**src/hdl/kinetic_scroll_ramp_macros.svh**
```systemverilog
// Assertion macros shared by the kinetic_scroll_ramp RTL.
`ifndef KINETIC_SCROLL_RAMP_MACROS_SVH
`define KINETIC_SCROLL_RAMP_MACROS_SVH
`ifndef SYNTH
// checked only out of reset
`define KSR_ASSERT(lbl, prop, msg) \
  lbl: assert property (@(posedge clk) disable iff (!rst_n) prop) else $error(msg);
// checked at every edge, reset included
`define KSR_ASSERT_ALWAYS(lbl, prop, msg) \
  lbl: assert property (@(posedge clk) prop) else $error(msg);
`else
`define KSR_ASSERT(lbl, prop, msg)
`define KSR_ASSERT_ALWAYS(lbl, prop, msg)
`endif
`endif

```
**src/hdl/ksr_pkg.sv**
```systemverilog
package ksr_pkg;

  localparam int POS_W     = 16;
  localparam int FINE_W    = 25;
  localparam int SPEED_W   = 14;
  localparam int STEP_W    = 7;
  localparam int CNT_W     = 2;
  localparam int MAG_W     = 14;
  localparam int SQ_W      = 2 * MAG_W;
  localparam int LIM_W     = 34;
  localparam int LG_W      = 3;
  localparam int FRAC_BITS = 8;
  localparam int CFG_IDX_W = 1;

  localparam logic [FINE_W-1:0]  FINE_MAX     = '1;
  localparam logic [SPEED_W-1:0] UNIT_SPEED   = 14'd256;
  localparam logic [SPEED_W-1:0] TOP_SPEED    = 14'd4096;
  localparam logic [STEP_W-1:0]  STEP_PRESS   = 7'd16;
  localparam logic [STEP_W-1:0]  STEP_RELEASE = 7'd64;
  localparam logic [STEP_W-1:0]  STEP_RESET   = 7'd1;
  localparam logic [CNT_W-1:0]   CNT_MAX      = 2'd3;
  localparam logic [POS_W-1:0]   LEN_RESET    = 16'd100;

  localparam logic [CFG_IDX_W-1:0] REG_TOTAL_LENGTH  = 1'd0;
  localparam logic [CFG_IDX_W-1:0] REG_WINDOW_LENGTH = 1'd1;

  typedef enum logic [1:0] {
    OP_TICK    = 2'd0,
    OP_PRESS   = 2'd1,
    OP_RELEASE = 2'd2,
    OP_SET_POS = 2'd3
  } opcode_t;

  typedef enum logic [2:0] {
    ST_IDLE,
    ST_RAMP,
    ST_SQUARE,
    ST_BRAKE,
    ST_MOVE,
    ST_POS,
    ST_DONE
  } state_t;

  typedef struct packed {
    logic accept;
    logic ramp;
    logic square;
    logic brake;
    logic move;
    logic pos;
    logic load_out;
  } ctrl_cmd_t;

  typedef struct packed {
    logic tick_go;
    logic brake_more;
  } dp_status_t;

  // ramp steps are powers of two; returns the bit position of the step
  function automatic logic [LG_W-1:0] step_log2(input logic [STEP_W-1:0] a);
    logic [LG_W-1:0] lg;
    lg = '0;
    for (int i = 0; i < STEP_W; i++) begin
      if (a[i]) lg = LG_W'(i);
    end
    return lg;
  endfunction

endpackage

```
**src/hdl/ksr_ctrl.sv**
```systemverilog
module ksr_ctrl (
  input  logic                clk,
  input  logic                rst_n,
  input  logic                in_valid,
  output logic                in_ready,
  output logic                out_valid,
  input  logic                out_ready,
  input  ksr_pkg::dp_status_t status,
  output ksr_pkg::ctrl_cmd_t  cmd
);

  ksr_pkg::state_t state_r, state_nxt;
  logic            out_valid_r, out_valid_nxt;

  always_ff @(posedge clk) begin
    if (!rst_n) begin
      state_r     <= ksr_pkg::ST_IDLE;
      out_valid_r <= 1'b0;
    end else begin
      state_r     <= state_nxt;
      out_valid_r <= out_valid_nxt;
    end
  end

  always_comb begin
    state_nxt = state_r;
    cmd       = '0;
    case (state_r)
      ksr_pkg::ST_IDLE: begin
        if (in_valid) begin
          cmd.accept = 1'b1;
          state_nxt  = status.tick_go ? ksr_pkg::ST_RAMP : ksr_pkg::ST_DONE;
        end
      end
      ksr_pkg::ST_RAMP: begin
        cmd.ramp  = 1'b1;
        state_nxt = ksr_pkg::ST_SQUARE;
      end
      ksr_pkg::ST_SQUARE: begin
        cmd.square = 1'b1;
        state_nxt  = ksr_pkg::ST_BRAKE;
      end
      ksr_pkg::ST_BRAKE: begin
        // one speed cut per cycle until the braking distance fits
        if (status.brake_more) begin
          cmd.brake = 1'b1;
        end else begin
          state_nxt = ksr_pkg::ST_MOVE;
        end
      end
      ksr_pkg::ST_MOVE: begin
        cmd.move  = 1'b1;
        state_nxt = ksr_pkg::ST_POS;
      end
      ksr_pkg::ST_POS: begin
        cmd.pos   = 1'b1;
        state_nxt = ksr_pkg::ST_DONE;
      end
      ksr_pkg::ST_DONE: begin
        if (!out_valid_r || out_ready) begin
          cmd.load_out = 1'b1;
          state_nxt    = ksr_pkg::ST_IDLE;
        end
      end
      default: begin
        state_nxt = ksr_pkg::ST_IDLE;
      end
    endcase
  end

  always_comb begin
    if (cmd.load_out) begin
      out_valid_nxt = 1'b1;
    end else if (out_ready) begin
      out_valid_nxt = 1'b0;
    end else begin
      out_valid_nxt = out_valid_r;
    end
  end

  // nothing is taken while reset is held
  assign in_ready  = rst_n && (state_r == ksr_pkg::ST_IDLE);
  assign out_valid = out_valid_r;

`include "kinetic_scroll_ramp_macros.svh"

  `KSR_ASSERT_ALWAYS(a_reset_idle, !rst_n |=> (state_r == ksr_pkg::ST_IDLE) && !out_valid_r,
                     "reset did not idle the controller")
  `KSR_ASSERT(a_plain_op_done,
              in_valid && in_ready && !status.tick_go |=> state_r == ksr_pkg::ST_DONE,
              "non-tick item did not go straight to done")
  `KSR_ASSERT(a_brake_exit,
              (state_r == ksr_pkg::ST_BRAKE) && !status.brake_more |=> state_r == ksr_pkg::ST_MOVE,
              "brake loop left to wrong state")
  `KSR_ASSERT(a_no_overwrite, cmd.load_out |-> !out_valid_r || out_ready,
              "result loaded over an untaken result")
  `KSR_ASSERT(a_result_source, $rose(out_valid_r) |-> $past(state_r) == ksr_pkg::ST_DONE,
              "result appeared outside done")

endmodule

```
**src/hdl/ksr_datapath.sv**
```systemverilog
module ksr_datapath (
  input  logic                                clk,
  input  logic                                rst_n,
  input  ksr_pkg::ctrl_cmd_t                  cmd,
  output ksr_pkg::dp_status_t                 status,
  input  logic [1:0]                          in_opcode,
  input  logic                                in_direction,
  input  logic [ksr_pkg::POS_W-1:0]           in_new_position,
  input  logic                                cfg_write,
  input  logic [ksr_pkg::CFG_IDX_W-1:0]       cfg_index,
  input  logic [ksr_pkg::POS_W-1:0]           cfg_data,
  output logic [ksr_pkg::POS_W-1:0]           out_position,
  output logic                                out_changed,
  output logic                                out_moving
);

  localparam int SW = ksr_pkg::SPEED_W;
  localparam int MW = ksr_pkg::MAG_W;
  localparam int FW = ksr_pkg::FINE_W;
  localparam int PW = ksr_pkg::POS_W;

  // architectural state
  logic [PW-1:0]                   total_len_r, window_len_r;
  logic [FW-1:0]                   fine_r;
  logic signed [SW-1:0]            speed_r, target_r;
  logic [ksr_pkg::STEP_W-1:0]      ramp_step_r;
  logic [ksr_pkg::CNT_W-1:0]       press_cnt_r;
  logic [PW-1:0]                   win_pos_r;
  logic                            ticking_r;
  logic                            changed_r;

  // per-tick working registers
  logic [PW-1:0]                   range_r;
  logic                            neg_r;
  logic [MW-1:0]                   m_r;
  logic [ksr_pkg::SQ_W-1:0]        sq_r;
  logic [ksr_pkg::LIM_W-1:0]       lim_r;
  logic                            dist_ok_r;
  logic [ksr_pkg::LG_W-1:0]        lg_r;

  logic [PW-1:0]                   out_position_r;
  logic                            out_changed_r, out_moving_r;

  ksr_pkg::opcode_t                op_c;
  logic [PW-1:0]                   win_eff_c, range_c;

  assign op_c      = ksr_pkg::opcode_t'(in_opcode);
  assign win_eff_c = (window_len_r < total_len_r) ? window_len_r : total_len_r;
  assign range_c   = total_len_r - win_eff_c;

  // speed ramp toward target
  logic signed [SW:0] s_ext, t_ext, a_ext, up_c, dn_c, ramp_c;
  assign s_ext = {speed_r[SW-1], speed_r};
  assign t_ext = {target_r[SW-1], target_r};
  assign a_ext = {{(SW + 1 - ksr_pkg::STEP_W){1'b0}}, ramp_step_r};
  assign up_c  = s_ext + a_ext;
  assign dn_c  = s_ext - a_ext;

  always_comb begin
    if (s_ext < t_ext) begin
      ramp_c = (up_c > t_ext) ? t_ext : up_c;
    end else if (s_ext > t_ext) begin
      ramp_c = (dn_c < t_ext) ? t_ext : dn_c;
    end else begin
      ramp_c = s_ext;
    end
  end

  // square of speed and the braking limit dist * 4 * step
  logic [MW-1:0]                   mag_c;
  logic [ksr_pkg::SQ_W-1:0]        sq_c;
  logic signed [FW:0]              room_c;
  logic                            room_pos_c, dist_ok_c;
  logic [FW-1:0]                   dist_c;
  logic [ksr_pkg::LG_W-1:0]        lg_c;
  logic [ksr_pkg::LIM_W-1:0]       lim_c;

  assign mag_c      = speed_r[SW-1] ? MW'(-speed_r) : MW'(speed_r);
  assign sq_c       = mag_c * mag_c;
  assign room_c     = $signed({1'b0, range_r, {ksr_pkg::FRAC_BITS{1'b0}}})
                      - $signed({1'b0, fine_r});
  assign room_pos_c = !room_c[FW] && (room_c != '0);
  assign dist_c     = speed_r[SW-1] ? fine_r : room_c[FW-1:0];
  assign dist_ok_c  = speed_r[SW-1] ? (fine_r != '0) : room_pos_c;
  assign lg_c       = ksr_pkg::step_log2(ramp_step_r);
  assign lim_c      = ksr_pkg::LIM_W'(dist_c) << ({1'b0, lg_c} + 4'd2);

  // brake step: (m - d)^2 = m^2 - 2*m*d + d^2, d = 4 * step
  logic [MW-1:0]                   d_c, m_step_c;
  logic [ksr_pkg::SQ_W-1:0]        sq_step_c;
  logic                            m_big_c;
  logic [3:0]                      sh_md_c;
  logic [4:0]                      sh_dd_c;

  assign d_c       = MW'(1) << ({1'b0, lg_r} + 4'd2);
  assign sh_md_c   = {1'b0, lg_r} + 4'd3;
  assign sh_dd_c   = {1'b0, lg_r, 1'b0} + 5'd4;
  assign m_big_c   = m_r > d_c;
  assign m_step_c  = m_big_c ? (m_r - d_c) : '0;
  assign sq_step_c = m_big_c ? (sq_r - (ksr_pkg::SQ_W'(m_r) << sh_md_c)
                                + (ksr_pkg::SQ_W'(1) << sh_dd_c)) : '0;

  assign status.brake_more = dist_ok_r && (m_r != '0)
                             && ({{(ksr_pkg::LIM_W - ksr_pkg::SQ_W){1'b0}}, sq_r} > lim_r);
  assign status.tick_go    = (op_c == ksr_pkg::OP_TICK) && ticking_r;

  // position advance
  logic signed [MW:0]   s_fin_c;
  logic signed [FW+1:0] fsum_c;
  logic [FW-1:0]        fine_nxt;

  assign s_fin_c = neg_r ? -$signed({1'b0, m_r}) : $signed({1'b0, m_r});
  assign fsum_c  = $signed({2'b00, fine_r}) + (FW + 2)'(s_fin_c);

  always_comb begin
    if (fsum_c[FW+1]) begin
      fine_nxt = '0;
    end else if (fsum_c[FW]) begin
      fine_nxt = ksr_pkg::FINE_MAX;
    end else begin
      fine_nxt = fsum_c[FW-1:0];
    end
  end

  logic [FW-ksr_pkg::FRAC_BITS-1:0] np_c;
  logic [PW-1:0]                    win_pos_nxt;
  assign np_c        = fine_r[FW-1:ksr_pkg::FRAC_BITS];
  assign win_pos_nxt = (np_c > {1'b0, range_r}) ? range_r : np_c[PW-1:0];

  always_ff @(posedge clk) begin
    if (!rst_n) begin
      total_len_r  <= ksr_pkg::LEN_RESET;
      window_len_r <= ksr_pkg::LEN_RESET;
      fine_r       <= '0;
      speed_r      <= '0;
      target_r     <= '0;
      ramp_step_r  <= ksr_pkg::STEP_RESET;
      press_cnt_r  <= '0;
      win_pos_r    <= '0;
      ticking_r    <= 1'b0;
      changed_r    <= 1'b0;
    end else begin
      if (cfg_write) begin
        case (cfg_index)
          ksr_pkg::REG_TOTAL_LENGTH:  total_len_r  <= cfg_data;
          ksr_pkg::REG_WINDOW_LENGTH: window_len_r <= cfg_data;
          default: ;
        endcase
      end

      if (cmd.accept) begin
        changed_r <= 1'b0;
        case (op_c)
          ksr_pkg::OP_PRESS: begin
            if (press_cnt_r != ksr_pkg::CNT_MAX) press_cnt_r <= press_cnt_r + 1'b1;
            if (press_cnt_r == '0) begin
              speed_r     <= in_direction ? $signed(ksr_pkg::UNIT_SPEED)
                                          : -$signed(ksr_pkg::UNIT_SPEED);
              target_r    <= in_direction ? $signed(ksr_pkg::TOP_SPEED)
                                          : -$signed(ksr_pkg::TOP_SPEED);
              ramp_step_r <= ksr_pkg::STEP_PRESS;
              fine_r      <= FW'({win_pos_r, {ksr_pkg::FRAC_BITS{1'b0}}});
              ticking_r   <= 1'b1;
            end
          end
          ksr_pkg::OP_RELEASE: begin
            if (press_cnt_r != '0) begin
              press_cnt_r <= press_cnt_r - 1'b1;
              // last key up starts braking
              if (press_cnt_r == ksr_pkg::CNT_W'(1)) begin
                ramp_step_r <= ksr_pkg::STEP_RELEASE;
                target_r    <= '0;
              end
            end
          end
          ksr_pkg::OP_SET_POS: begin
            win_pos_r <= (in_new_position > range_c) ? range_c : in_new_position;
          end
          default: ;
        endcase
      end

      if (cmd.ramp) begin
        speed_r <= ramp_c[SW-1:0];
      end

      if (cmd.move) begin
        fine_r    <= fine_nxt;
        speed_r   <= s_fin_c[SW-1:0];
        ticking_r <= (m_r != '0);
      end

      if (cmd.pos) begin
        win_pos_r <= win_pos_nxt;
        changed_r <= (win_pos_nxt != win_pos_r);
      end
    end
  end

  // working and output registers, no reset needed
  always_ff @(posedge clk) begin
    if (cmd.ramp) begin
      range_r <= range_c;
    end
    if (cmd.square) begin
      neg_r     <= speed_r[SW-1];
      m_r       <= mag_c;
      sq_r      <= sq_c;
      lim_r     <= lim_c;
      dist_ok_r <= dist_ok_c;
      lg_r      <= lg_c;
    end else if (cmd.brake) begin
      m_r  <= m_step_c;
      sq_r <= sq_step_c;
    end
    if (cmd.load_out) begin
      out_position_r <= win_pos_r;
      out_changed_r  <= changed_r;
      out_moving_r   <= ticking_r;
    end
  end

  assign out_position = out_position_r;
  assign out_changed  = out_changed_r;
  assign out_moving   = out_moving_r;

`include "kinetic_scroll_ramp_macros.svh"

  `KSR_ASSERT(a_brake_shrinks, cmd.brake |=> m_r < $past(m_r),
              "brake step did not reduce speed")
  `KSR_ASSERT(a_ticking_tracks_speed, $past(cmd.move) |-> ticking_r == (speed_r != '0),
              "ticking disagrees with speed after move")
  `KSR_ASSERT(a_sq_exact, cmd.brake |=> sq_r == m_r * m_r,
              "running square lost track of speed")

endmodule

```
**src/hdl/kinetic_scroll_ramp.sv**
```systemverilog
// kinetic_scroll_ramp: one result item per input item.
// Press, release, set position and idle ticks: from accept straight to the done state.
// Active tick: ramp, square, brake (n cuts, 0..64, one per cycle), move, position, done.
// Next item is taken once the previous one is in the output register, never before;
// a result waits in done while the output register is full and out_ready is low.
// rst_n is synchronous, active low: clears motion state, lengths return to 100.
module kinetic_scroll_ramp (
  input  logic                               clk,
  input  logic                               rst_n,
  input  logic                               in_valid,
  output logic                               in_ready,
  input  logic [1:0]                         in_opcode,
  input  logic                               in_direction,
  input  logic [ksr_pkg::POS_W-1:0]          in_new_position,
  output logic                               out_valid,
  input  logic                               out_ready,
  output logic [ksr_pkg::POS_W-1:0]          out_position,
  output logic                               out_changed,
  output logic                               out_moving,
  input  logic                               cfg_valid,
  output logic                               cfg_ready,
  input  logic [ksr_pkg::CFG_IDX_W-1:0]      cfg_index,
  input  logic [ksr_pkg::POS_W-1:0]          cfg_data
);

  ksr_pkg::ctrl_cmd_t  cmd;
  ksr_pkg::dp_status_t status;

  // writes during reset would be overridden, so none are taken
  assign cfg_ready = rst_n;

  ksr_ctrl u_ctrl (
    .clk       (clk),
    .rst_n     (rst_n),
    .in_valid  (in_valid),
    .in_ready  (in_ready),
    .out_valid (out_valid),
    .out_ready (out_ready),
    .status    (status),
    .cmd       (cmd)
  );

  ksr_datapath u_datapath (
    .clk             (clk),
    .rst_n           (rst_n),
    .cmd             (cmd),
    .status          (status),
    .in_opcode       (in_opcode),
    .in_direction    (in_direction),
    .in_new_position (in_new_position),
    .cfg_write       (cfg_valid),
    .cfg_index       (cfg_index),
    .cfg_data        (cfg_data),
    .out_position    (out_position),
    .out_changed     (out_changed),
    .out_moving      (out_moving)
  );

endmodule

```
**config.mk**
```make
export PLATFORM = sky130hd
export DESIGN_NAME = kinetic_scroll_ramp
export DESIGN_NICKNAME = d
export VERILOG_FILES = /design/src/hdl/ksr_pkg.sv /design/src/hdl/ksr_ctrl.sv /design/src/hdl/ksr_datapath.sv /design/src/hdl/kinetic_scroll_ramp.sv
export VERILOG_INCLUDE_DIRS = /design/src /design/src/hdl
export SDC_FILE = /design/constraint.sdc
export NUM_CORES = 1
export LEC_CHECK = 0
export BUFFER_PORTS_ARGS = -buffer_cell sky130_fd_sc_hd__buf_2
export CAP_MARGIN = 20
export CORE_MARGIN = 2
export CORE_UTILIZATION = 40
export DETAILED_ROUTE_END_ITERATION = 7
export PLACE_DENSITY = 0.59
export RECOVER_POWER = 100
export SLEW_MARGIN = 30
export SYNTH_ARGS = -nofsm -noshare
export SYNTH_HDL_FRONTEND = slang
export SYNTH_HIERARCHICAL = 1
export SYNTH_SLANG_ARGS = --single-unit
```
**constraint.sdc**
```tcl
create_clock -name clk -period 7.7 [get_ports clk]
set_input_delay 0.385 -clock clk [delete_from_list [all_inputs] [get_ports clk]]
set_output_delay 0.385 -clock clk [all_outputs]
set_load 0.02 [all_outputs]
```
* Yosys cells after proc, flatten, opt, wreduce, memory -nomap -nowiden
Cells that the tools add are included.
W data, S select, Z words.
** Cells by class
- $add $sub $neg :: 16
- $mul :: 1
- Divide/modulo/power cells :: 0
- $lt $le $gt $ge :: 9
- Eq/ne operators :: 20
- Shift operators :: 4
- Mux-type cells :: 73
- Bitwise gates (word level) :: 1
- Reductions and logical operators :: 34
** Operators by type and width (number)
- $mux W14 :: 18
- $mux W25 :: 7
- $mux W16 :: 6
- $mux W28 :: 3
- $gt A28 B34 Y1 :: 1
- $shl A25 B4 Y34 :: 1
- $add A28 B28 Y28 :: 1
- $gt A14 B14 Y1 :: 2
- $mul A14 B14 Y28 :: 1
- $pmux W14 S2 :: 1
- $shl A1 B5 Y28 const A :: 1
- $shl A14 B4 Y28 :: 1
- $sub A28 B28 Y28 :: 1
- $add A26 B15 Y27 :: 1
- $reduce_bool A26 Y1 :: 1
- $sub A24 B25 Y26 :: 1
- $reduce_bool A25 Y1 :: 1
- $mux W3 :: 7
- $mux W7 :: 3
- $pmux W3 S7 :: 1
- $mux W1 :: 20
- $reduce_bool A2 Y1 :: 9
- $gt A17 B16 Y1 :: 1
- $gt A16 B16 Y1 :: 1
- 40 further kinds :: 68
** Storage, ports and cells
- Register bits :: 231
- Latch bits :: 0
- Bits in writable memories :: 0
- Bits in read-only memories :: 0
- Output and inout bits :: 21
- Memories :: 0

* Longest topological paths before layout
- Depth in word-level cells :: 8
- Gate-level depth with buffers :: 35
- Gate-level depth less buffers :: 33

* Modules after synthesis
The synthesis kept the hierarchy.
** Modules (own cells, without submodules)
- ksr_datapath :: times used 1, cells an instance 2819, area an instance 23841.6 um^2, sequential area each 5325.1 um^2
- ksr_ctrl :: times used 1, cells an instance 40, area an instance 309.0 um^2, sequential area each 80.1 um^2
- kinetic_scroll_ramp :: times used 1, cells an instance 1, area an instance 7.5 um^2, sequential area each 0.0 um^2

* Worst setup path before layout
OpenSTA, ideal clock, no wires.
- Path kind :: register to register
- From :: register u_datapath.speed_r[3]
- To :: register u_datapath/sq_r[24] (netlist bit), data pin
- Arrival :: 7.541 ns
- Data required time :: 7.443 ns
- Setup slack :: -0.098 ns
- Cell stages (with the launch flop) :: 32
- Buffers on the path :: 2
- Cell sequence :: dfxtp_1 > buf_2 > or2_1 > clkbuf_1 > nor4_1 > nand3_1 > o31ai_1 > xor2_1 > clkinv_1 > nand2_1 > inv_1 > fa_1 > inv_1 > fa_1 > inv_1 > fa_1 > fa_1 > fa_1 > inv_1 > fa_1 > inv_1 > ha_1 > a21o_1 > a21o_1 > a21o_1 > a21o_1 > a21o_1 > o21ai_0 > a21oi_1 > o21a_1 > or3_1 > a32o_1
** On the way
- Longest elaborated chain between the ends :: 4
** Ends and longest elaborated chain
- start: declaration :: RTL line ksr_datapath.sv:25 : logic signed [SW-1:0] speed_r, target_r;
- start signal: assignment :: RTL line ksr_datapath.sv:157 : speed_r <= in_direction ? $signed(ksr_pkg::UNIT_SPEED)
- start signal: assignment :: RTL line ksr_datapath.sv:184 : speed_r <= ramp_c[SW-1:0];
- start signal: assignment :: RTL line ksr_datapath.sv:189 : speed_r <= s_fin_c[SW-1:0];
- $neg A14 Y14 :: RTL line ksr_datapath.sv:78 : assign mag_c = speed_r[SW-1] ? MW'(-speed_r) : MW'(speed_r);
- $mux W14 (*) :: RTL line ksr_datapath.sv:78
- $mul A14 B14 Y28 (*) :: RTL line ksr_datapath.sv:79 : assign sq_c = mag_c * mag_c;
- $mux W28 (*) :: RTL line ksr_datapath.sv:205 : if (cmd.square) begin
- end signal: assignment :: RTL line ksr_datapath.sv:208 : sq_r <= sq_c;
- end signal: assignment :: RTL line ksr_datapath.sv:214 : sq_r <= sq_step_c;
- end: declaration :: RTL line ksr_datapath.sv:36 : logic [ksr_pkg::SQ_W-1:0] sq_r;
Mark *: on every way between the ends. The rest lies on a longest branch, timed or not.
A chain may end at the register's enable or synchronous reset.

* Worst setup path in the final report
- From :: register u_datapath.speed_r[2]
- To :: register u_datapath/sq_r[27] (netlist bit), data pin
Same word-level chain as after synthesis.

==> results.yml <==
run_status:
  status: "finished with violations"
  violations: "capacitance limit, slew limit"
detailed_routing:
  dr.first_iter.drc_count: 1610
  wl_per_cell_um: 19.7
  first_pass_iters: 7
  viasPerCell: 5.69
  drc_errors: 0
  antenna_left: 0
  routed_wl_mm: 73.2
  vias: 21200
logic_synthesis:
  yosysSeqAreaShare_pct: 22.4
  syn_avg_cell_area_um2: 8.45
  synthCells: 2860
  ys_types: 93
  syn_area_um2: 24200
  ys_ff_latch: 213
  async_flop_share_pct: 0
  synth_fa_ha_area_share_pct: 25.9
  synth_compound_area_share_pct: 20.1
  synth_mux_area_share_pct: 2.74
  synth_edf_count: 114
  synth_xor_area_share_pct: 6.45
  synthFlopType: "edfxtp_1"
  synth-simple-area-share_pct: 14.6
  synth_top_family_by_area: "adder cells"
  yosysWarnings: 6
power:
  p_sw_share_pct: 50.5
  combPwrFrac_pct: 71.8
  clkPwrFrac_pct: 11.3
  seqPwrFrac_pct: 16.8
  p_leak_nw: 12.2
  ir_worst_vdd_mv: 0.253
  p_sw_w: 0.00568
  p_total_w: 0.0112
  powerDensity_nw_per_um2: 424
  p_int_w: 0.00556
timing:
  worst_slack_ns: 0.309
  tightest_slew_ns: 3.21
  finalSetupViolCount: 0
  timing.final.crit_period_ns: 7.39
  finClkSkew_ns: 0.0287
  hold_viol: 0
  tns_ns: 0
  maxSlewViolCount: 127
  maxSlewHeadroom_pct: -114
  fin_crit_sh_pct: 96.0
  rsz0062_at_grt: "yes"
  max_freq_ghz: 0.135
job:
  maxCapViolations: 3
floorplanning:
  core_area_um2: 60000
  ios: 62
  chipWidth_um: 250
  die_h_um: 250
  num_rows: 90
  start_util_pct: 40.3
  dieArea_um2: 62400
cells_and_area:
  fin_cells: 3719
  area_delta_synth_final_pct: 9.70
  final_nets: 3381
  drive_above_1_share_pct: 8.28
  nFillCells: 5906
cts:
  htree_num_levels: 1
  clk_latency_ns: 0.57
  cts_root_buf: "clkbuf_16"
  cts_buffer_depth: 3
  clkSinkCount: 213
  clk_pin_slew_worst_paths_ns: 0.06
  cts_tree: "yes"
  numCtsBuffers: 26
  ctsHoldBuffers: 0
hold_path:
  hold_start: "cfg_data[2]"
  min_to: "u_datapath/window_len_r[2]"
  hp-class: "in -> reg"
  whs_path_depth: 3
global_routing:
  grt_max_degree: 67
  antenna_found_initial: 1
  grt_pass1_wl_mm: 117
  grt.overflow.total: 0
  grtUsageTotal_pct: 23.2
  grt_pass1_vias: 21300
setup_path:
  reg2reg_depth: 25
  crit_path_start_kind: "register"
  crit_type: "reg -> reg"
  crit_arrival_ns: 7.69
  end_kind: "register"
  r2r_slack_ns: 0.31
  max_stage_delay_ns: 0.53
  r2r-end: "u_datapath/sq_r[27]"
  slowest_stage: "fa_1"
  crit_path_frequent_cell: "fa_1"
  crit_fanout: 4
  cp.required_ns: 8.00
  r2r-start: "u_datapath/speed_r[2]"
placed_design:
  dpl.hpwl_mm: 58.4
  place_congestion: 0.969
  portBuffers: 61
  dp.cells: 3662
  post-place-ws_ns: 0.0352
-- worst max path at each step --
stage	start	to	slack [ns]
2_1_floorplan	u_datapath/speed_r[3]	u_datapath/sq_r[24]	0.05
3_5_place_dp	u_datapath/speed_r[2]	u_datapath/sq_r[24]	0.04
5_1_grt	u_datapath/speed_r[2]	u_datapath/sq_r[24]	-0.02
3_3_place_gp	u_datapath/speed_r[2]	u_datapath/sq_r[24]	0.17
4_1_cts	u_datapath/speed_r[2]	u_datapath/sq_r[24]	0.1
6_report	u_datapath/speed_r[2]	u_datapath/sq_r[27]	0.31
-- flip-flops by register name (all words and copies together), names as in the netlist, 2 cells and up --
signal / flops
u_datapath/m_r: 14
u_datapath/lg_r: 2
u_datapath/lim_r: 34
u_datapath/ramp_step_r: 2
u_datapath/target_r: 2
u_datapath/window_len_r: 16
u_datapath/speed_r: 14
u_datapath/win_pos_r: 16
u_datapath/press_cnt_r: 2
u_datapath/total_len_r: 16
u_datapath/sq_r: 28
u_datapath/range_r: 16
u_ctrl/state_r: 3
u_datapath/fine_r: 25
u_datapath/out_position: 16
-- metal layers --
layer,vias to the layer above,global-route usage (%),wire length (um)
li1,10100,-,-
met1,10200,31.3,32200
met2,722,38.8,33800
met3,141,3.19,4800
met4,2,6.61,2330
met5,-,0,13
-- critical path: cells and delay by family (launching register included) --
| kind | cells | cell delay [ns] |
|---|---|---|
| AO/OA/AOI/OAI | 8 | 1.65 |
| XOR/XNOR | 2 | 0.20 |
| buffers and inverters | 3 | 0.29 |
| flip-flops | 1 | 0.31 |
| AND/OR/NAND/NOR | 5 | 1.42 |
| adder cells (fa/ha/maj) | 7 | 3.25 |
-- synthesized netlist by cell type, drive strengths merged (66+ instances only) --
library cell	number	area share, %
inv	361	5.6
nor2	189	2.9
xor2	66	2.4
a21oi	224	4.6
ha	300	16
edfxtp	114	14
nand2	276	4.3
clkbuf	88	1.4
xnor2	112	4.1
a21o	73	2.3
dfxtp	99	8.2
fa	125	10
o21ai	170	3.5
-- through the flow --
| stage | cell area (um2) | hold WS [ns] | utilization [%] |
|---|---|---|---|
| 5_1_grt | 26500 | 0.0547 | 44.1 |
| 3_3_place_gp | 25500 | 0.438 | 42.5 |
| 4_1_cts | 26400 | 0.0207 | 44.0 |
| 2_1_floorplan | 24200 | 0.401 | - |
| 6_report | 26500 | 0.0452 | 44.2 |
| 3_5_place_dp | 25500 | 0.432 | 42.5 |
-- cell usage in the layout (no fill, tap or decap), types with 14 or more instances in the layout --
cell       synthesis  final
mux2i_1           37     37
nand2_1          276    273
xnor2_1          112    110
nor3_1            39     38
clkbuf_16          0     27
a211oi_1          15     15
o22ai_1           26     26
fa_1             125    125
o21a_1            27     27
dfxtp_1           99     98
mux2_2            24     24
buf_4              5     61
xor2_1            66     64
o21ai_0          154    163
a21o_1            73     73
nor2b_1           24     24
edfxtp_1         114    114
nor4_1            17     16
buf_2              6     39
nor2_1           189    183
o211ai_1          15     15
a21oi_1          224    223
inv_1            357    358
clkbuf_1          88     33
ha_1             300    299
nand2b_1          29     29
nand3_1           61     60
a31oi_1           24     23
o21bai_1          16     16
conb_1             2     14
nand4_1           29     29
and3_1            16     16
-- power by group through the flow --
| stage | logic (W) | clock network [W] | registers, W |
|---|---|---|---|
| after CTS | 0.00794 | 0.00130 | 0.00188 |
| after floorplan | 0.00574 | 0 | 0.00174 |
| after global routing | 0.00901 | 0.00133 | 0.00191 |
| after detailed placement | 0.00785 | 0 | 0.00191 |
| final | 0.00807 | 0.00127 | 0.00189 |
| after global placement | 0.00773 | 0 | 0.00190 |
-- cell families (layout without fill, tap and decap cells) --
family | after synthesis | after routing
compound gates | 744 | 744
xor+xnor | 178 | 178
fa+ha+maj | 425 | 425
buf+inv | 484 | 547
flops | 213 | 213
mux | 62 | 62
other cells | 2 | 16
simple gates | 752 | 752
-- repair_timing --
item / CTS / global route
pin swaps: 0 / 9
gates resized for setup: 1 / 26
buffers inserted: 0 / 6
cloned: 0 / 0
endpoints found under the hold margin: 0 / 0
endpoints found under the setup margin: 1 / 3
-- layout make-up --
cell class	instances	area, um2	share of cell area, %
Multi-Input combinational cell	2175	17100	64.4
Timing Repair Buffer	132	781	2.95
Inverter	367	1380	5.20
Clock inverter	16	163	0.614
Antenna cell	2	5.00	0.0189
Sequential cell	213	5410	20.4
Clock buffer	32	718	2.71
Tap cell	782	978	3.69
Note: power is estimated with default switching activity, not from simulation.
